==> config.mk <==
export PLATFORM = sky130hd
export DESIGN_NAME = auto_reply_frame_generator_top_flat
export DESIGN_NICKNAME = d
export VERILOG_FILES = /design/src/sv/arfg_pkg.sv /design/src/sv/arfg_in_if.sv /design/src/sv/arfg_out_if.sv /design/src/sv/arfg_front.sv /design/src/sv/arfg_cmd_fifo.sv /design/src/sv/arfg_back.sv /design/src/sv/auto_reply_frame_generator_top.sv /design/src/flat_wrapper.sv
export SDC_FILE = /design/constraint.sdc
export NUM_CORES = 1
export LEC_CHECK = 0
export BUFFER_PORTS_ARGS = -buffer_cell sky130_fd_sc_hd__buf_2
export CORE_ASPECT_RATIO = 1.5
export CORE_MARGIN = 1
export CORE_UTILIZATION = 26
export CTS_BUF_LIST = sky130_fd_sc_hd__clkbuf_16
export CTS_CLUSTER_SIZE = 20
export DETAILED_ROUTE_END_ITERATION = 8
export SETUP_SLACK_MARGIN = 0.2
export SLEW_MARGIN = 25
export SYNTH_ARGS = -nofsm -noshare
export SYNTH_HDL_FRONTEND = slang
export SYNTH_HIERARCHICAL = 1
export SYNTH_SLANG_ARGS = --single-unit
==> constraint.sdc <==
create_clock -name clk_i -period 5.95 [get_ports clk_i]
set_input_delay 1.19 -clock clk_i [delete_from_list [all_inputs] [get_ports clk_i]]
set_output_delay 1.19 -clock clk_i [all_outputs]
set_load 0.1 [all_outputs]
==> src/sv/arfg_pkg.sv <==
`timescale 1ns / 1ps
// ----------------------------------------------------------------------------
// arfg_pkg
// Types, constants and byte tables shared by the auto-reply frame generator.
// ----------------------------------------------------------------------------
package arfg_pkg;

  localparam int RECORD_BYTES     = 41;
  localparam int VOICE_FRAMES_DEF = 11;
  localparam int FIXED_BYTES      = 6;
  localparam int HDR_BYTES        = FIXED_BYTES + RECORD_BYTES;
  localparam int FRM_BYTES        = 18;
  localparam int VOICE_BYTES      = FRM_BYTES - FIXED_BYTES;
  localparam int MEM_DEPTH        = 2 * RECORD_BYTES;
  localparam int MEM_AW           = $clog2(MEM_DEPTH);
  localparam int CNT_W            = $clog2(HDR_BYTES);
  localparam int SEQ_W            = 5;
  localparam int ELAPSED_W        = 17;
  localparam int CFG_IDX_W        = 1;
  localparam int CFG_DATA_W       = 16;
  localparam int FIFO_DEPTH       = 2;
  localparam int TEXT_W           = 160;

  localparam logic [15:0] WAIT_RESET = 16'd1000;

  // fixed packet bytes
  localparam logic [7:0] HDR_B0     = 8'h2f;
  localparam logic [7:0] HDR_B1     = 8'ha0;
  localparam logic [7:0] HDR_B4     = 8'h80;
  localparam logic [7:0] HDR_B5     = 8'h00;
  localparam logic [7:0] FRM_B0     = 8'h12;
  localparam logic [7:0] FRM_B1     = 8'hc0;
  localparam logic [7:0] LAST_FLAG  = 8'h40;
  localparam logic [7:0] BUSY_MASK  = 8'h07;
  localparam logic [7:0] NORESP_B0  = 8'h02;
  localparam logic [7:0] MINI_HDR   = 8'h40;
  localparam logic [7:0] SCR_A      = 8'h70;
  localparam logic [7:0] SCR_B      = 8'h4f;
  localparam logic [7:0] SCR_C      = 8'h93;
  localparam int         TEXT_SEQS  = 8;

  localparam logic [95:0] SYNC_VOICE = 96'h9e8d3288261a3f61e8552d16;
  localparam logic [95:0] FILL_VOICE = 96'h9e8d3288261a3f61e81629f5;
  localparam logic [TEXT_W-1:0] TEXT_BUSY   = "Dest. Busy          ";
  localparam logic [TEXT_W-1:0] TEXT_NORESP = "No Response         ";

  typedef enum logic [1:0] {
    OP_POLL  = 2'd0,
    OP_START = 2'd1,
    OP_SKIP  = 2'd2,
    OP_LOAD  = 2'd3
  } op_e;

  typedef enum logic [1:0] {
    PK_HEADER = 2'd0,
    PK_VOICE  = 2'd1,
    PK_LAST   = 2'd2
  } pkt_kind_e;

  typedef enum logic [CFG_IDX_W-1:0] {
    CFG_ENABLE = 1'd0,
    CFG_WAIT   = 1'd1
  } cfg_idx_e;

  typedef enum logic [1:0] {
    REPLY_NONE   = 2'd0,
    REPLY_BUSY   = 2'd1,
    REPLY_NORESP = 2'd2
  } reply_e;

  typedef enum logic [3:0] {
    PH_IDLE, PH_WAIT_SET, PH_WAIT_CHECK, PH_HEADER, PH_HEADER_DONE,
    PH_TEXT_SET, PH_VOICE_PREP, PH_VOICE, PH_LAST_PREP, PH_LAST, PH_END
  } phase_e;

  typedef struct packed {
    logic [1:0]  operation;
    logic        time_tick;
    logic        squelch_open;
    logic        reply_kind;
    logic [15:0] session_id;
    logic        record_select;
    logic [5:0]  record_index;
    logic [7:0]  record_byte;
  } in_item_t;

  typedef struct packed {
    logic [7:0] out_byte;
    logic [1:0] packet_kind;
    logic       last_of_packet;
  } out_item_t;

  typedef struct packed {
    pkt_kind_e        kind;
    logic             no_resp;
    logic [15:0]      sid;
    logic [7:0]       fbyte;
    logic [SEQ_W-1:0] seq;
    logic [7:0]       pcnt;
  } pkt_cmd_t;

  typedef struct packed {
    logic              we;
    logic [MEM_AW-1:0] addr;
    logic [7:0]        data;
  } rec_wr_t;

  function automatic logic [7:0] text_char(logic no_resp, logic [4:0] pos);
    logic [TEXT_W-1:0] t;
    t = no_resp ? TEXT_NORESP : TEXT_BUSY;
    return t[TEXT_W - 1 - 8 * int'(pos) -: 8];
  endfunction

  // Data byte j (0..11) of voice frame seq.
  function automatic logic [7:0] voice_byte(logic [SEQ_W-1:0] seq, logic no_resp,
                                            logic [3:0] j);
    logic [4:0] half;
    logic [4:0] base;
    logic [7:0] b9;
    logic [7:0] b10;
    logic [7:0] b11;
    logic [7:0] res;
    half = '0;
    base = '0;
    b9   = '0;
    b10  = '0;
    b11  = '0;
    if (seq == '0) begin
      res = SYNC_VOICE[95 - 8 * int'(j) -: 8];
    end else if (seq > SEQ_W'(TEXT_SEQS) || j < 4'(VOICE_BYTES - 3)) begin
      res = FILL_VOICE[95 - 8 * int'(j) -: 8];
    end else begin
      if (seq[0]) begin
        half = 5'((seq - 1'b1) >> 1);
        base = 5'(half * 5);
        b9   = (MINI_HDR + 8'(half)) ^ SCR_A;
        b10  = text_char(no_resp, base) ^ SCR_B;
        b11  = text_char(no_resp, 5'(base + 5'd1)) ^ SCR_C;
      end else begin
        half = 5'((seq >> 1) - 1'b1);
        base = 5'(half * 5 + 2);
        b9   = text_char(no_resp, base) ^ SCR_A;
        b10  = text_char(no_resp, 5'(base + 5'd1)) ^ SCR_B;
        b11  = text_char(no_resp, 5'(base + 5'd2)) ^ SCR_C;
      end
      if (j == 4'(VOICE_BYTES - 3)) begin
        res = b9;
      end else if (j == 4'(VOICE_BYTES - 2)) begin
        res = b10;
      end else begin
        res = b11;
      end
    end
    return res;
  endfunction

endpackage

==> src/sv/arfg_in_if.sv <==
`timescale 1ns / 1ps
// ----------------------------------------------------------------------------
// arfg_in_if
// Valid/ready channel carrying one input item.
// ----------------------------------------------------------------------------
interface arfg_in_if;
  logic               valid;
  logic               ready;
  arfg_pkg::in_item_t data;

  modport source (output valid, output data, input ready);
  modport sink   (input valid, input data, output ready);
endinterface

==> src/sv/arfg_out_if.sv <==
`timescale 1ns / 1ps
// ----------------------------------------------------------------------------
// arfg_out_if
// Valid/ready channel carrying one emitted packet byte.
// ----------------------------------------------------------------------------
interface arfg_out_if;
  logic                valid;
  logic                ready;
  arfg_pkg::out_item_t data;

  modport source (output valid, output data, input ready);
  modport sink   (input valid, input data, output ready);
endinterface

==> src/sv/arfg_front.sv <==
`timescale 1ns / 1ps
// ----------------------------------------------------------------------------
// arfg_front
// Accepts items, runs the reply phase sequencer and issues packet commands.
// ----------------------------------------------------------------------------
module arfg_front #(
  parameter int VOICE_FRAMES = arfg_pkg::VOICE_FRAMES_DEF
) (
  input  logic                            clk_i,
  input  logic                            rst_ni,
  arfg_in_if.sink                         in_ch,
  input  logic                            cfg_we_i,
  input  logic [arfg_pkg::CFG_IDX_W-1:0]  cfg_idx_i,
  input  logic [arfg_pkg::CFG_DATA_W-1:0] cfg_data_i,
  input  logic                            back_idle_i,
  input  logic                            cmd_ready_i,
  output logic                            cmd_valid_o,
  output arfg_pkg::pkt_cmd_t              cmd_o,
  output arfg_pkg::rec_wr_t               rec_wr_o
);

  localparam int FrameW = $clog2(VOICE_FRAMES + 1);

  arfg_pkg::phase_e                 phase_q, phase_d;
  arfg_pkg::reply_e                 pending_q, pending_d;
  logic [arfg_pkg::ELAPSED_W-1:0]   elapsed_q, elapsed_d, elapsed_inc;
  logic [FrameW-1:0]                frame_q, frame_d, frame_inc;
  logic [7:0]                       pcnt_q, pcnt_d, pcnt_inc;
  logic [15:0]                      sid_q, sid_d;
  logic                             enable_q;
  logic [15:0]                      wait_q;

  arfg_pkg::in_item_t item;
  arfg_pkg::op_e      op;
  logic               acc;
  logic               poll_act;

  assign item = in_ch.data;
  assign op   = arfg_pkg::op_e'(item.operation);

  // hold loads until the back end has read all record bytes it was given
  assign in_ch.ready = cmd_ready_i && (op != arfg_pkg::OP_LOAD || back_idle_i);
  assign acc         = in_ch.valid && in_ch.ready;
  assign poll_act    = acc && op == arfg_pkg::OP_POLL && enable_q &&
                       pending_q != arfg_pkg::REPLY_NONE;

  assign frame_inc = frame_q + 1'b1;
  assign pcnt_inc  = pcnt_q + 8'd1;

  always_comb begin
    elapsed_inc = elapsed_q;
    if (phase_q == arfg_pkg::PH_WAIT_CHECK && item.time_tick && elapsed_q != '1) begin
      elapsed_inc = elapsed_q + 1'b1;
    end
  end

  // next state
  always_comb begin
    phase_d   = phase_q;
    pending_d = pending_q;
    elapsed_d = elapsed_q;
    frame_d   = frame_q;
    pcnt_d    = pcnt_q;
    sid_d     = sid_q;
    if (acc) begin
      elapsed_d = elapsed_inc;
      unique case (op)
        arfg_pkg::OP_START: begin
          if (phase_q == arfg_pkg::PH_IDLE) begin
            pending_d = item.reply_kind ? arfg_pkg::REPLY_NORESP : arfg_pkg::REPLY_BUSY;
            phase_d   = arfg_pkg::PH_WAIT_SET;
          end
        end
        arfg_pkg::OP_SKIP: begin
          phase_d   = arfg_pkg::PH_IDLE;
          pending_d = arfg_pkg::REPLY_NONE;
        end
        arfg_pkg::OP_LOAD: begin
        end
        arfg_pkg::OP_POLL: begin
          if (enable_q) begin
            if (pending_q == arfg_pkg::REPLY_NONE) begin
              phase_d = arfg_pkg::PH_IDLE;
            end else begin
              unique case (phase_q)
                arfg_pkg::PH_WAIT_SET: begin
                  if (!item.squelch_open) begin
                    elapsed_d = '0;
                    frame_d   = '0;
                    phase_d   = arfg_pkg::PH_WAIT_CHECK;
                  end
                end
                arfg_pkg::PH_WAIT_CHECK: begin
                  if (!item.squelch_open &&
                      elapsed_inc > arfg_pkg::ELAPSED_W'(wait_q)) begin
                    phase_d = arfg_pkg::PH_HEADER;
                  end
                end
                arfg_pkg::PH_HEADER: begin
                  sid_d   = item.session_id;
                  pcnt_d  = '0;
                  phase_d = arfg_pkg::PH_HEADER_DONE;
                end
                arfg_pkg::PH_HEADER_DONE: phase_d = arfg_pkg::PH_TEXT_SET;
                arfg_pkg::PH_TEXT_SET:    phase_d = arfg_pkg::PH_VOICE_PREP;
                arfg_pkg::PH_VOICE_PREP:  phase_d = arfg_pkg::PH_VOICE;
                arfg_pkg::PH_VOICE: begin
                  pcnt_d  = pcnt_inc;
                  frame_d = frame_inc;
                  if (frame_inc >= FrameW'(VOICE_FRAMES)) begin
                    phase_d = arfg_pkg::PH_LAST_PREP;
                  end
                end
                arfg_pkg::PH_LAST_PREP: phase_d = arfg_pkg::PH_LAST;
                arfg_pkg::PH_LAST: begin
                  pcnt_d  = pcnt_inc;
                  phase_d = arfg_pkg::PH_END;
                end
                arfg_pkg::PH_END: begin
                  phase_d   = arfg_pkg::PH_IDLE;
                  pending_d = arfg_pkg::REPLY_NONE;
                end
                arfg_pkg::PH_IDLE: begin
                end
                default: begin
                end
              endcase
            end
          end
        end
        default: begin
        end
      endcase
    end
  end

  // command issue
  always_comb begin
    cmd_valid_o   = 1'b0;
    cmd_o.kind    = arfg_pkg::PK_HEADER;
    cmd_o.no_resp = pending_q == arfg_pkg::REPLY_NORESP;
    cmd_o.sid     = sid_q;
    cmd_o.fbyte   = 8'(frame_q);
    cmd_o.seq     = arfg_pkg::SEQ_W'(frame_q);
    cmd_o.pcnt    = pcnt_inc;
    if (poll_act) begin
      unique case (phase_q)
        arfg_pkg::PH_HEADER: begin
          cmd_valid_o = 1'b1;
          cmd_o.sid   = item.session_id;
          cmd_o.pcnt  = '0;
        end
        arfg_pkg::PH_VOICE: begin
          cmd_valid_o = 1'b1;
          cmd_o.kind  = arfg_pkg::PK_VOICE;
        end
        arfg_pkg::PH_LAST: begin
          cmd_valid_o = 1'b1;
          cmd_o.kind  = arfg_pkg::PK_LAST;
          cmd_o.fbyte = 8'(frame_q) | arfg_pkg::LAST_FLAG;
          cmd_o.seq   = (frame_q != '0) ? arfg_pkg::SEQ_W'(frame_q - 1'b1) : '0;
        end
        default: begin
        end
      endcase
    end
  end

  always_comb begin
    rec_wr_o.we   = acc && op == arfg_pkg::OP_LOAD &&
                    item.record_index < 6'(arfg_pkg::RECORD_BYTES);
    rec_wr_o.addr = item.record_select ?
                    arfg_pkg::MEM_AW'(arfg_pkg::RECORD_BYTES) +
                    arfg_pkg::MEM_AW'(item.record_index) :
                    arfg_pkg::MEM_AW'(item.record_index);
    rec_wr_o.data = item.record_byte;
  end

  always_ff @(posedge clk_i or negedge rst_ni) begin
    if (!rst_ni) begin
      phase_q   <= arfg_pkg::PH_IDLE;
      pending_q <= arfg_pkg::REPLY_NONE;
      elapsed_q <= '0;
      frame_q   <= '0;
      pcnt_q    <= '0;
      sid_q     <= '0;
    end else begin
      phase_q   <= phase_d;
      pending_q <= pending_d;
      elapsed_q <= elapsed_d;
      frame_q   <= frame_d;
      pcnt_q    <= pcnt_d;
      sid_q     <= sid_d;
    end
  end

  always_ff @(posedge clk_i or negedge rst_ni) begin
    if (!rst_ni) begin
      enable_q <= 1'b0;
      wait_q   <= arfg_pkg::WAIT_RESET;
    end else if (cfg_we_i) begin
      unique case (arfg_pkg::cfg_idx_e'(cfg_idx_i))
        arfg_pkg::CFG_ENABLE: enable_q <= cfg_data_i[0];
        arfg_pkg::CFG_WAIT:   wait_q   <= cfg_data_i;
        default: begin
        end
      endcase
    end
  end

endmodule

==> src/sv/arfg_cmd_fifo.sv <==
`timescale 1ns / 1ps
// ----------------------------------------------------------------------------
// arfg_cmd_fifo
// Short queue of packet commands between the sequencer and the byte emitter.
// ----------------------------------------------------------------------------
module arfg_cmd_fifo #(
  parameter int DEPTH = arfg_pkg::FIFO_DEPTH
) (
  input  logic               clk_i,
  input  logic               rst_ni,
  input  logic               push_valid_i,
  output logic               push_ready_o,
  input  arfg_pkg::pkt_cmd_t push_data_i,
  output logic               pop_valid_o,
  input  logic               pop_ready_i,
  output arfg_pkg::pkt_cmd_t pop_data_o
);

  localparam int PtrW = (DEPTH > 1) ? $clog2(DEPTH) : 1;
  localparam int CntW = $clog2(DEPTH + 1);

  arfg_pkg::pkt_cmd_t entries_q [DEPTH];
  logic [PtrW-1:0]    wr_ptr_q, rd_ptr_q;
  logic [CntW-1:0]    count_q;
  logic               push, pop;

  assign push_ready_o = count_q != CntW'(DEPTH);
  assign pop_valid_o  = count_q != '0;
  assign push         = push_valid_i && push_ready_o;
  assign pop          = pop_valid_o && pop_ready_i;
  assign pop_data_o   = entries_q[rd_ptr_q];

  always_ff @(posedge clk_i) begin
    if (push) begin
      entries_q[wr_ptr_q] <= push_data_i;
    end
  end

  always_ff @(posedge clk_i or negedge rst_ni) begin
    if (!rst_ni) begin
      wr_ptr_q <= '0;
      rd_ptr_q <= '0;
      count_q  <= '0;
    end else begin
      if (push) begin
        wr_ptr_q <= (wr_ptr_q == PtrW'(DEPTH - 1)) ? '0 : wr_ptr_q + 1'b1;
      end
      if (pop) begin
        rd_ptr_q <= (rd_ptr_q == PtrW'(DEPTH - 1)) ? '0 : rd_ptr_q + 1'b1;
      end
      if (push && !pop) begin
        count_q <= count_q + 1'b1;
      end else if (pop && !push) begin
        count_q <= count_q - 1'b1;
      end
    end
  end

endmodule

==> src/sv/arfg_back.sv <==
`timescale 1ns / 1ps
// ----------------------------------------------------------------------------
// arfg_back
// Expands packet commands into bytes, one per cycle unless the output stalls.
// ----------------------------------------------------------------------------
module arfg_back (
  input  logic               clk_i,
  input  logic               rst_ni,
  input  arfg_pkg::rec_wr_t  rec_wr_i,
  input  logic               cmd_valid_i,
  output logic               cmd_ready_o,
  input  arfg_pkg::pkt_cmd_t cmd_i,
  output logic               idle_o,
  arfg_out_if.source         out_ch
);

  logic [7:0] mem_q [arfg_pkg::MEM_DEPTH];

  logic                           act_q;
  arfg_pkg::pkt_cmd_t             cmd_q;
  logic [arfg_pkg::CNT_W-1:0]     cnt_q;
  logic                           s1_valid_q;
  arfg_pkg::pkt_cmd_t             s1_cmd_q;
  logic [arfg_pkg::CNT_W-1:0]     s1_cnt_q;
  logic                           s1_last_q;
  logic [7:0]                     rd_q;
  logic                           out_valid_q;
  arfg_pkg::out_item_t            out_q;

  logic                           out_free, s1_move, s1_free, gen_fire, gen_last;
  logic [arfg_pkg::CNT_W-1:0]     last_cnt;
  logic [arfg_pkg::MEM_AW-1:0]    rd_addr;
  logic [arfg_pkg::CNT_W-1:0]     s1_off;
  logic [7:0]                     s1_byte;

  assign out_free = !out_valid_q || out_ch.ready;
  assign s1_move  = s1_valid_q && out_free;
  assign s1_free  = !s1_valid_q || s1_move;
  assign gen_fire = act_q && s1_free;
  assign last_cnt = (cmd_q.kind == arfg_pkg::PK_HEADER) ?
                    arfg_pkg::CNT_W'(arfg_pkg::HDR_BYTES - 1) :
                    arfg_pkg::CNT_W'(arfg_pkg::FRM_BYTES - 1);
  assign gen_last = cnt_q == last_cnt;

  assign cmd_ready_o = !act_q;
  assign idle_o      = !act_q && !cmd_valid_i;

  always_comb begin
    rd_addr = cmd_q.no_resp ? arfg_pkg::MEM_AW'(arfg_pkg::RECORD_BYTES) : '0;
    if (cnt_q >= arfg_pkg::CNT_W'(arfg_pkg::FIXED_BYTES)) begin
      rd_addr = rd_addr +
                arfg_pkg::MEM_AW'(cnt_q - arfg_pkg::CNT_W'(arfg_pkg::FIXED_BYTES));
    end
  end

  always_ff @(posedge clk_i) begin
    if (rec_wr_i.we) begin
      mem_q[rec_wr_i.addr] <= rec_wr_i.data;
    end
    if (gen_fire) begin
      rd_q <= mem_q[rd_addr];
    end
  end

  assign s1_off = s1_cnt_q - arfg_pkg::CNT_W'(arfg_pkg::FIXED_BYTES);

  always_comb begin
    unique case (s1_cnt_q)
      arfg_pkg::CNT_W'(0): s1_byte = (s1_cmd_q.kind == arfg_pkg::PK_HEADER) ?
                                     arfg_pkg::HDR_B0 : arfg_pkg::FRM_B0;
      arfg_pkg::CNT_W'(1): s1_byte = (s1_cmd_q.kind == arfg_pkg::PK_HEADER) ?
                                     arfg_pkg::HDR_B1 : arfg_pkg::FRM_B1;
      arfg_pkg::CNT_W'(2): s1_byte = s1_cmd_q.sid[7:0];
      arfg_pkg::CNT_W'(3): s1_byte = s1_cmd_q.sid[15:8];
      arfg_pkg::CNT_W'(4): s1_byte = (s1_cmd_q.kind == arfg_pkg::PK_HEADER) ?
                                     arfg_pkg::HDR_B4 : s1_cmd_q.fbyte;
      arfg_pkg::CNT_W'(5): s1_byte = (s1_cmd_q.kind == arfg_pkg::PK_HEADER) ?
                                     arfg_pkg::HDR_B5 : s1_cmd_q.pcnt;
      default: begin
        if (s1_cmd_q.kind == arfg_pkg::PK_HEADER) begin
          s1_byte = rd_q;
          // patch the leading flag bytes of the record
          if (s1_cmd_q.no_resp) begin
            if (s1_off == '0) begin
              s1_byte = arfg_pkg::NORESP_B0;
            end else if (s1_off < arfg_pkg::CNT_W'(3)) begin
              s1_byte = '0;
            end
          end else if (s1_off == '0) begin
            s1_byte = rd_q & arfg_pkg::BUSY_MASK;
          end
        end else begin
          s1_byte = arfg_pkg::voice_byte(s1_cmd_q.seq, s1_cmd_q.no_resp, 4'(s1_off));
        end
      end
    endcase
  end

  always_ff @(posedge clk_i) begin
    if (!act_q && cmd_valid_i) begin
      cmd_q <= cmd_i;
    end
    if (gen_fire) begin
      s1_cmd_q  <= cmd_q;
      s1_cnt_q  <= cnt_q;
      s1_last_q <= gen_last;
    end
    if (s1_move) begin
      out_q.out_byte       <= s1_byte;
      out_q.packet_kind    <= 2'(s1_cmd_q.kind);
      out_q.last_of_packet <= s1_last_q;
    end
  end

  always_ff @(posedge clk_i or negedge rst_ni) begin
    if (!rst_ni) begin
      act_q       <= 1'b0;
      cnt_q       <= '0;
      s1_valid_q  <= 1'b0;
      out_valid_q <= 1'b0;
    end else begin
      if (!act_q && cmd_valid_i) begin
        act_q <= 1'b1;
        cnt_q <= '0;
      end else if (gen_fire) begin
        if (gen_last) begin
          act_q <= 1'b0;
        end else begin
          cnt_q <= cnt_q + 1'b1;
        end
      end
      if (gen_fire) begin
        s1_valid_q <= 1'b1;
      end else if (s1_move) begin
        s1_valid_q <= 1'b0;
      end
      if (s1_move) begin
        out_valid_q <= 1'b1;
      end else if (out_ch.ready) begin
        out_valid_q <= 1'b0;
      end
    end
  end

  assign out_ch.valid = out_valid_q;
  assign out_ch.data  = out_q;

endmodule

==> src/sv/auto_reply_frame_generator_top.sv <==
`timescale 1ns / 1ps
// ----------------------------------------------------------------------------
// auto_reply_frame_generator_top
// Slow-data auto-reply sequencer: header and voice frame byte generator.
// ----------------------------------------------------------------------------
// A packet's first byte passes from its poll through the command queue and
// the emitter's command, read and output registers; bytes then follow one
// per cycle while the receiver is ready (47 for a header, 18 per frame),
// paced by the single byte emitter and its record store read port. The
// input takes one item per cycle while the two-entry command queue has
// room; the emitter takes a packet command only once the last one is done,
// and a full queue holds the input. A record load waits until the emitter
// has read out every queued packet. Reset is asynchronous, active low, and
// leaves the sequencer idle; the header record store holds no reset value.
// ----------------------------------------------------------------------------
module auto_reply_frame_generator_top #(
  parameter int VOICE_FRAMES = arfg_pkg::VOICE_FRAMES_DEF
) (
  input  logic                            clk_i,
  input  logic                            rst_ni,
  input  logic                            cfg_we_i,
  input  logic [arfg_pkg::CFG_IDX_W-1:0]  cfg_idx_i,
  input  logic [arfg_pkg::CFG_DATA_W-1:0] cfg_data_i,
  arfg_in_if.sink                         in_ch_i,
  arfg_out_if.source                      out_ch_o
);

  logic               push_valid, push_ready;
  arfg_pkg::pkt_cmd_t push_cmd;
  logic               pop_valid, pop_ready;
  arfg_pkg::pkt_cmd_t pop_cmd;
  arfg_pkg::rec_wr_t  rec_wr;
  logic               back_idle;

  arfg_front #(
    .VOICE_FRAMES (VOICE_FRAMES)
  ) u_front (
    .clk_i       (clk_i),
    .rst_ni      (rst_ni),
    .in_ch       (in_ch_i),
    .cfg_we_i    (cfg_we_i),
    .cfg_idx_i   (cfg_idx_i),
    .cfg_data_i  (cfg_data_i),
    .back_idle_i (back_idle),
    .cmd_ready_i (push_ready),
    .cmd_valid_o (push_valid),
    .cmd_o       (push_cmd),
    .rec_wr_o    (rec_wr)
  );

  arfg_cmd_fifo #(
    .DEPTH (arfg_pkg::FIFO_DEPTH)
  ) u_fifo (
    .clk_i        (clk_i),
    .rst_ni       (rst_ni),
    .push_valid_i (push_valid),
    .push_ready_o (push_ready),
    .push_data_i  (push_cmd),
    .pop_valid_o  (pop_valid),
    .pop_ready_i  (pop_ready),
    .pop_data_o   (pop_cmd)
  );

  arfg_back u_back (
    .clk_i       (clk_i),
    .rst_ni      (rst_ni),
    .rec_wr_i    (rec_wr),
    .cmd_valid_i (pop_valid),
    .cmd_ready_o (pop_ready),
    .cmd_i       (pop_cmd),
    .idle_o      (back_idle),
    .out_ch      (out_ch_o)
  );

endmodule

==> src/flat_wrapper.sv <==
// flat-port wrapper written by rule: the top's interface ports become plain ports
module auto_reply_frame_generator_top_flat 
#(
  parameter int VOICE_FRAMES = arfg_pkg::VOICE_FRAMES_DEF
)
  (clk_i, rst_ni, cfg_we_i, cfg_idx_i, cfg_data_i, in_ch_i_valid, in_ch_i_data, in_ch_i_ready, out_ch_o_valid, out_ch_o_data, out_ch_o_ready);
  arfg_in_if in_ch_i_i ();
  arfg_out_if out_ch_o_i ();
  input  logic clk_i;
  input  logic rst_ni;
  input  logic cfg_we_i;
  input  logic [arfg_pkg::CFG_IDX_W-1:0] cfg_idx_i;
  input  logic [arfg_pkg::CFG_DATA_W-1:0] cfg_data_i;
  input wire logic [$bits(in_ch_i_i.valid)-1:0] in_ch_i_valid;
  input wire logic [$bits(in_ch_i_i.data)-1:0] in_ch_i_data;
  output wire logic [$bits(in_ch_i_i.ready)-1:0] in_ch_i_ready;
  output wire logic [$bits(out_ch_o_i.valid)-1:0] out_ch_o_valid;
  output wire logic [$bits(out_ch_o_i.data)-1:0] out_ch_o_data;
  input wire logic [$bits(out_ch_o_i.ready)-1:0] out_ch_o_ready;
  assign in_ch_i_i.valid = in_ch_i_valid;
  assign in_ch_i_i.data = in_ch_i_data;
  assign in_ch_i_ready = in_ch_i_i.ready;
  assign out_ch_o_valid = out_ch_o_i.valid;
  assign out_ch_o_data = out_ch_o_i.data;
  assign out_ch_o_i.ready = out_ch_o_ready;
  auto_reply_frame_generator_top #(.VOICE_FRAMES(VOICE_FRAMES)) u_core (.clk_i(clk_i), .rst_ni(rst_ni), .cfg_we_i(cfg_we_i), .cfg_idx_i(cfg_idx_i), .cfg_data_i(cfg_data_i), .in_ch_i(in_ch_i_i), .out_ch_o(out_ch_o_i));
endmodule
==> results.cfg <==
[run_status]
outcome = completed

[cells_and_area]
final_area_sq_um = 47300
drive_above_1_share_pct = 16.1
area_delta_synth_final_pct = 12.4
mostFrequentLayoutCells = edfxtp_1 (842), nand2_1 (275), nor2_1 (201)
instances_no_fill = 5130
fin_nets = 3093
final_common_cell = edfxtp_1

[critical_path]
slowest_delay_ns = 0.55
crit_path_frequent_cell = ha_1
cp_cell_sequence = inv_1 > ha_1 > xnor2_1 > buf_4 > inv_1 > ha_1 > ha_1 > xnor2_1 > ha_1 > nor3_1 > o21a_1 > mux2i_1 > o21ai_0 > a211oi_1 > a211oi_1 > o41a_1
reg2regPathDepth = 16
worstPathRequired_ns = 6.36
cp_max_fo = 12
crit_family = adder cells
cp_data_arrival_time_ns = 5.34
cp_slowest_cell = ha_1
critical_path_depth = 16
worst-setup-path-type = reg -> reg
critPathLaunchType = register
end_kind = register
path_buf_inv = 3

[sta]
tns_ns = 0
final_max_slew_viol_count = 0
hold_violations = 0
slew_headroom_pct = 24.4
period_minus_slack_ns = 4.93
clock.fmax_mhz = 203
rsz0062_at_grt = false
worstMarginPinSlew_ns = 1.13
clock_skew_ns = 0.0268
finalCritPeriodShare_pct = 82.9
hold_slack_ns = 0.420
setup_viol_count_final = 0
setup_slack_ns = 1.02

[drt]
drc = 0
vias = 25400
wl_microns = 107000
wl_per_cell_microns = 20.9
first_pass_iters = 6
drtIter0Drc = 2597
viasPerCell = 4.95
postRouteAntennaNets = 0

[flow_run]
drv_cap = 0

[die]
io_pins = 71
dieArea_sq_um = 164000
coreArea_sq_um = 161000
die_h_microns = 495
start_util_pct = 26.2
rows = 180
die_w_microns = 331

[synth]
synthDistinctLibCells = 113
synth_area_leaders = edfxtp_1 (60%), mux4_2 (5.1%), dfrtp_1 (4.5%)
synth_flop_cell = edfxtp_1
synth-edff-count = 842
ys_seq_area_share_pct = 64.9
ys_warn_count = 6
syn_area_sq_um = 42100
netlist_instances = 2944
yosys_register_bits = 923
async_flop_share_pct = 8.78
syn_area_per_cell_sq_um = 14.3
synth_top_area_cell = edfxtp_1
synth.top_cell.area_share_pct = 60.1

[clocking]
clock-sinks = 923
path_clk_slew_ns = 0.07
post-cts-setup-buffer-count = 0
numCtsBuffers = 79
cts.path.max_buffers = 3
post_cts_resized = 0
insertion_delay_ns = 0.69
htreeDepth = 3
cts_tree = yes
root_buffer = clkbuf_16
hold_buffers = 0

[place]
io_buffers = 70
dpl.hpwl_microns = 72200
placed_area_sq_um = 44600
dp.cells = 4984
gp_congestion = 0.936
dp_slack_ns = 0.0797

[power_and_ir_drop]
power_per_cell_area_nw_per_um2 = 484
max-vdd-ir-drop_mv = 0.515
leakagePower_nw = 15.9

[grt]
grt_max_degree = 68
grt_pass1_vias = 25400
gr-total-overflow = 0
track_usage_pct = 13.0
grt_pass1_wl_microns = 161000
antenna_found_initial = 2

[min_path]
min_path_cells = 0
hold_path_class = reg -> reg
cell usage after synthesis (all sizes together) (6+ instances only):
master	number
a222oi	8
clkinv	6
mux2	85
a21oi	111
o221ai	32
a211oi	39
buf	84
nand4	35
a221oi	25
nand2	277
nand2b	46
or3	30
nor3	32
ha	62
mux2i	66
xnor2	51
a41oi	12
a21o	9
xor2	17
o211ai	10
or2	10
nor2	202
edfxtp	842
a221o	6
o31ai	18
nand3	58
mux4	96
inv	66
and3	14
a31oi	24
a22oi	19
a21boi	8
and2	25
o2111ai	69
dfstp	6
a22o	10
nor4	8
o21ai	103
nor2b	31
clkbuf	101
dfrtp	75
o21a	8
o32ai	6
final timing paths:
| path | startpoint | to | slack, ns |
|---|---|---|---|
| worst max-delay path | u_core/u_back/s1_cmd_q[8] | u_core/u_back/out_ch.data[9] | 1.02 |
| worst min-delay path | u_core/u_back/cmd_q[31] | u_core/u_back/s1_cmd_q[31] | 0.42 |
| worst max register to register | u_core/u_back/s1_cmd_q[8] | u_core/u_back/out_ch.data[9] | 1.02 |
| worst min register to register | u_core/u_back/cmd_q[31] | u_core/u_back/s1_cmd_q[31] | 0.42 |
| max in group asynchronous | rst_ni | u_core/u_front/wait_q[6] | 4.42 |
| min in group asynchronous | rst_ni | u_core/u_front/sid_q[14] | 0.54 |
per-layer routing:
layer  GRT usage (%)  up-vias  wire (microns)
met3            1.53      225            4250
met5               0        -              13
li1                -    11500               -
met4            6.44        2            5060
met2            23.9      819           57500
met1            14.6    12800           40400
cell families after synthesis:
group | share of synthesized area [%]
simple gates | 9.26
other cells | 0.00891
buf+inv | 3.01
fa+ha+maj | 1.89
flops | 64.9
xor+xnor | 1.77
compound gates | 9.83
mux | 9.33
power breakdown:
part           internal [mW]  switching, mW
clock network           2.99           2.42
logic                   3.61           6.28
registers               7.38          0.201
through the flow:
stage / util (%) / total power [mW]
2_1_floorplan: - / 14.8
3_3_place_gp: 27.8 / 17.5
3_5_place_dp: 27.8 / 17.6
4_1_cts: 29.5 / 23.0
5_1_grt: 29.5 / 23.9
6_report: 29.5 / 22.9
sequential cells by signal, indices dropped and copies added (netlist names), 11 cells and up:
| signal | cells |
|---|---|
| u_core/u_fifo/entries_q | 80 |
| u_core/u_back/mem_q | 656 |
| u_core/u_front/sid_q | 16 |
| u_core/u_back/out_ch.data | 11 |
| u_core/u_back/s1_cmd_q | 40 |
| u_core/u_front/wait_q | 16 |
| u_core/u_back/cmd_q | 40 |
| u_core/u_front/elapsed_q | 17 |
area by class of cell:
class / count / area [sq um]
Antenna cell: 2 / 5.00
Clock buffer: 81 / 2030
Clock inverter: 63 / 657
Fill cell: 15800 / 113000
Inverter: 72 / 270
Multi-Input combinational cell: 1766 / 13600
Sequential cell: 923 / 27300
Tap cell: 2093 / 2620
Timing Repair Buffer: 130 / 853
Power figures use the tool's default switching activity.
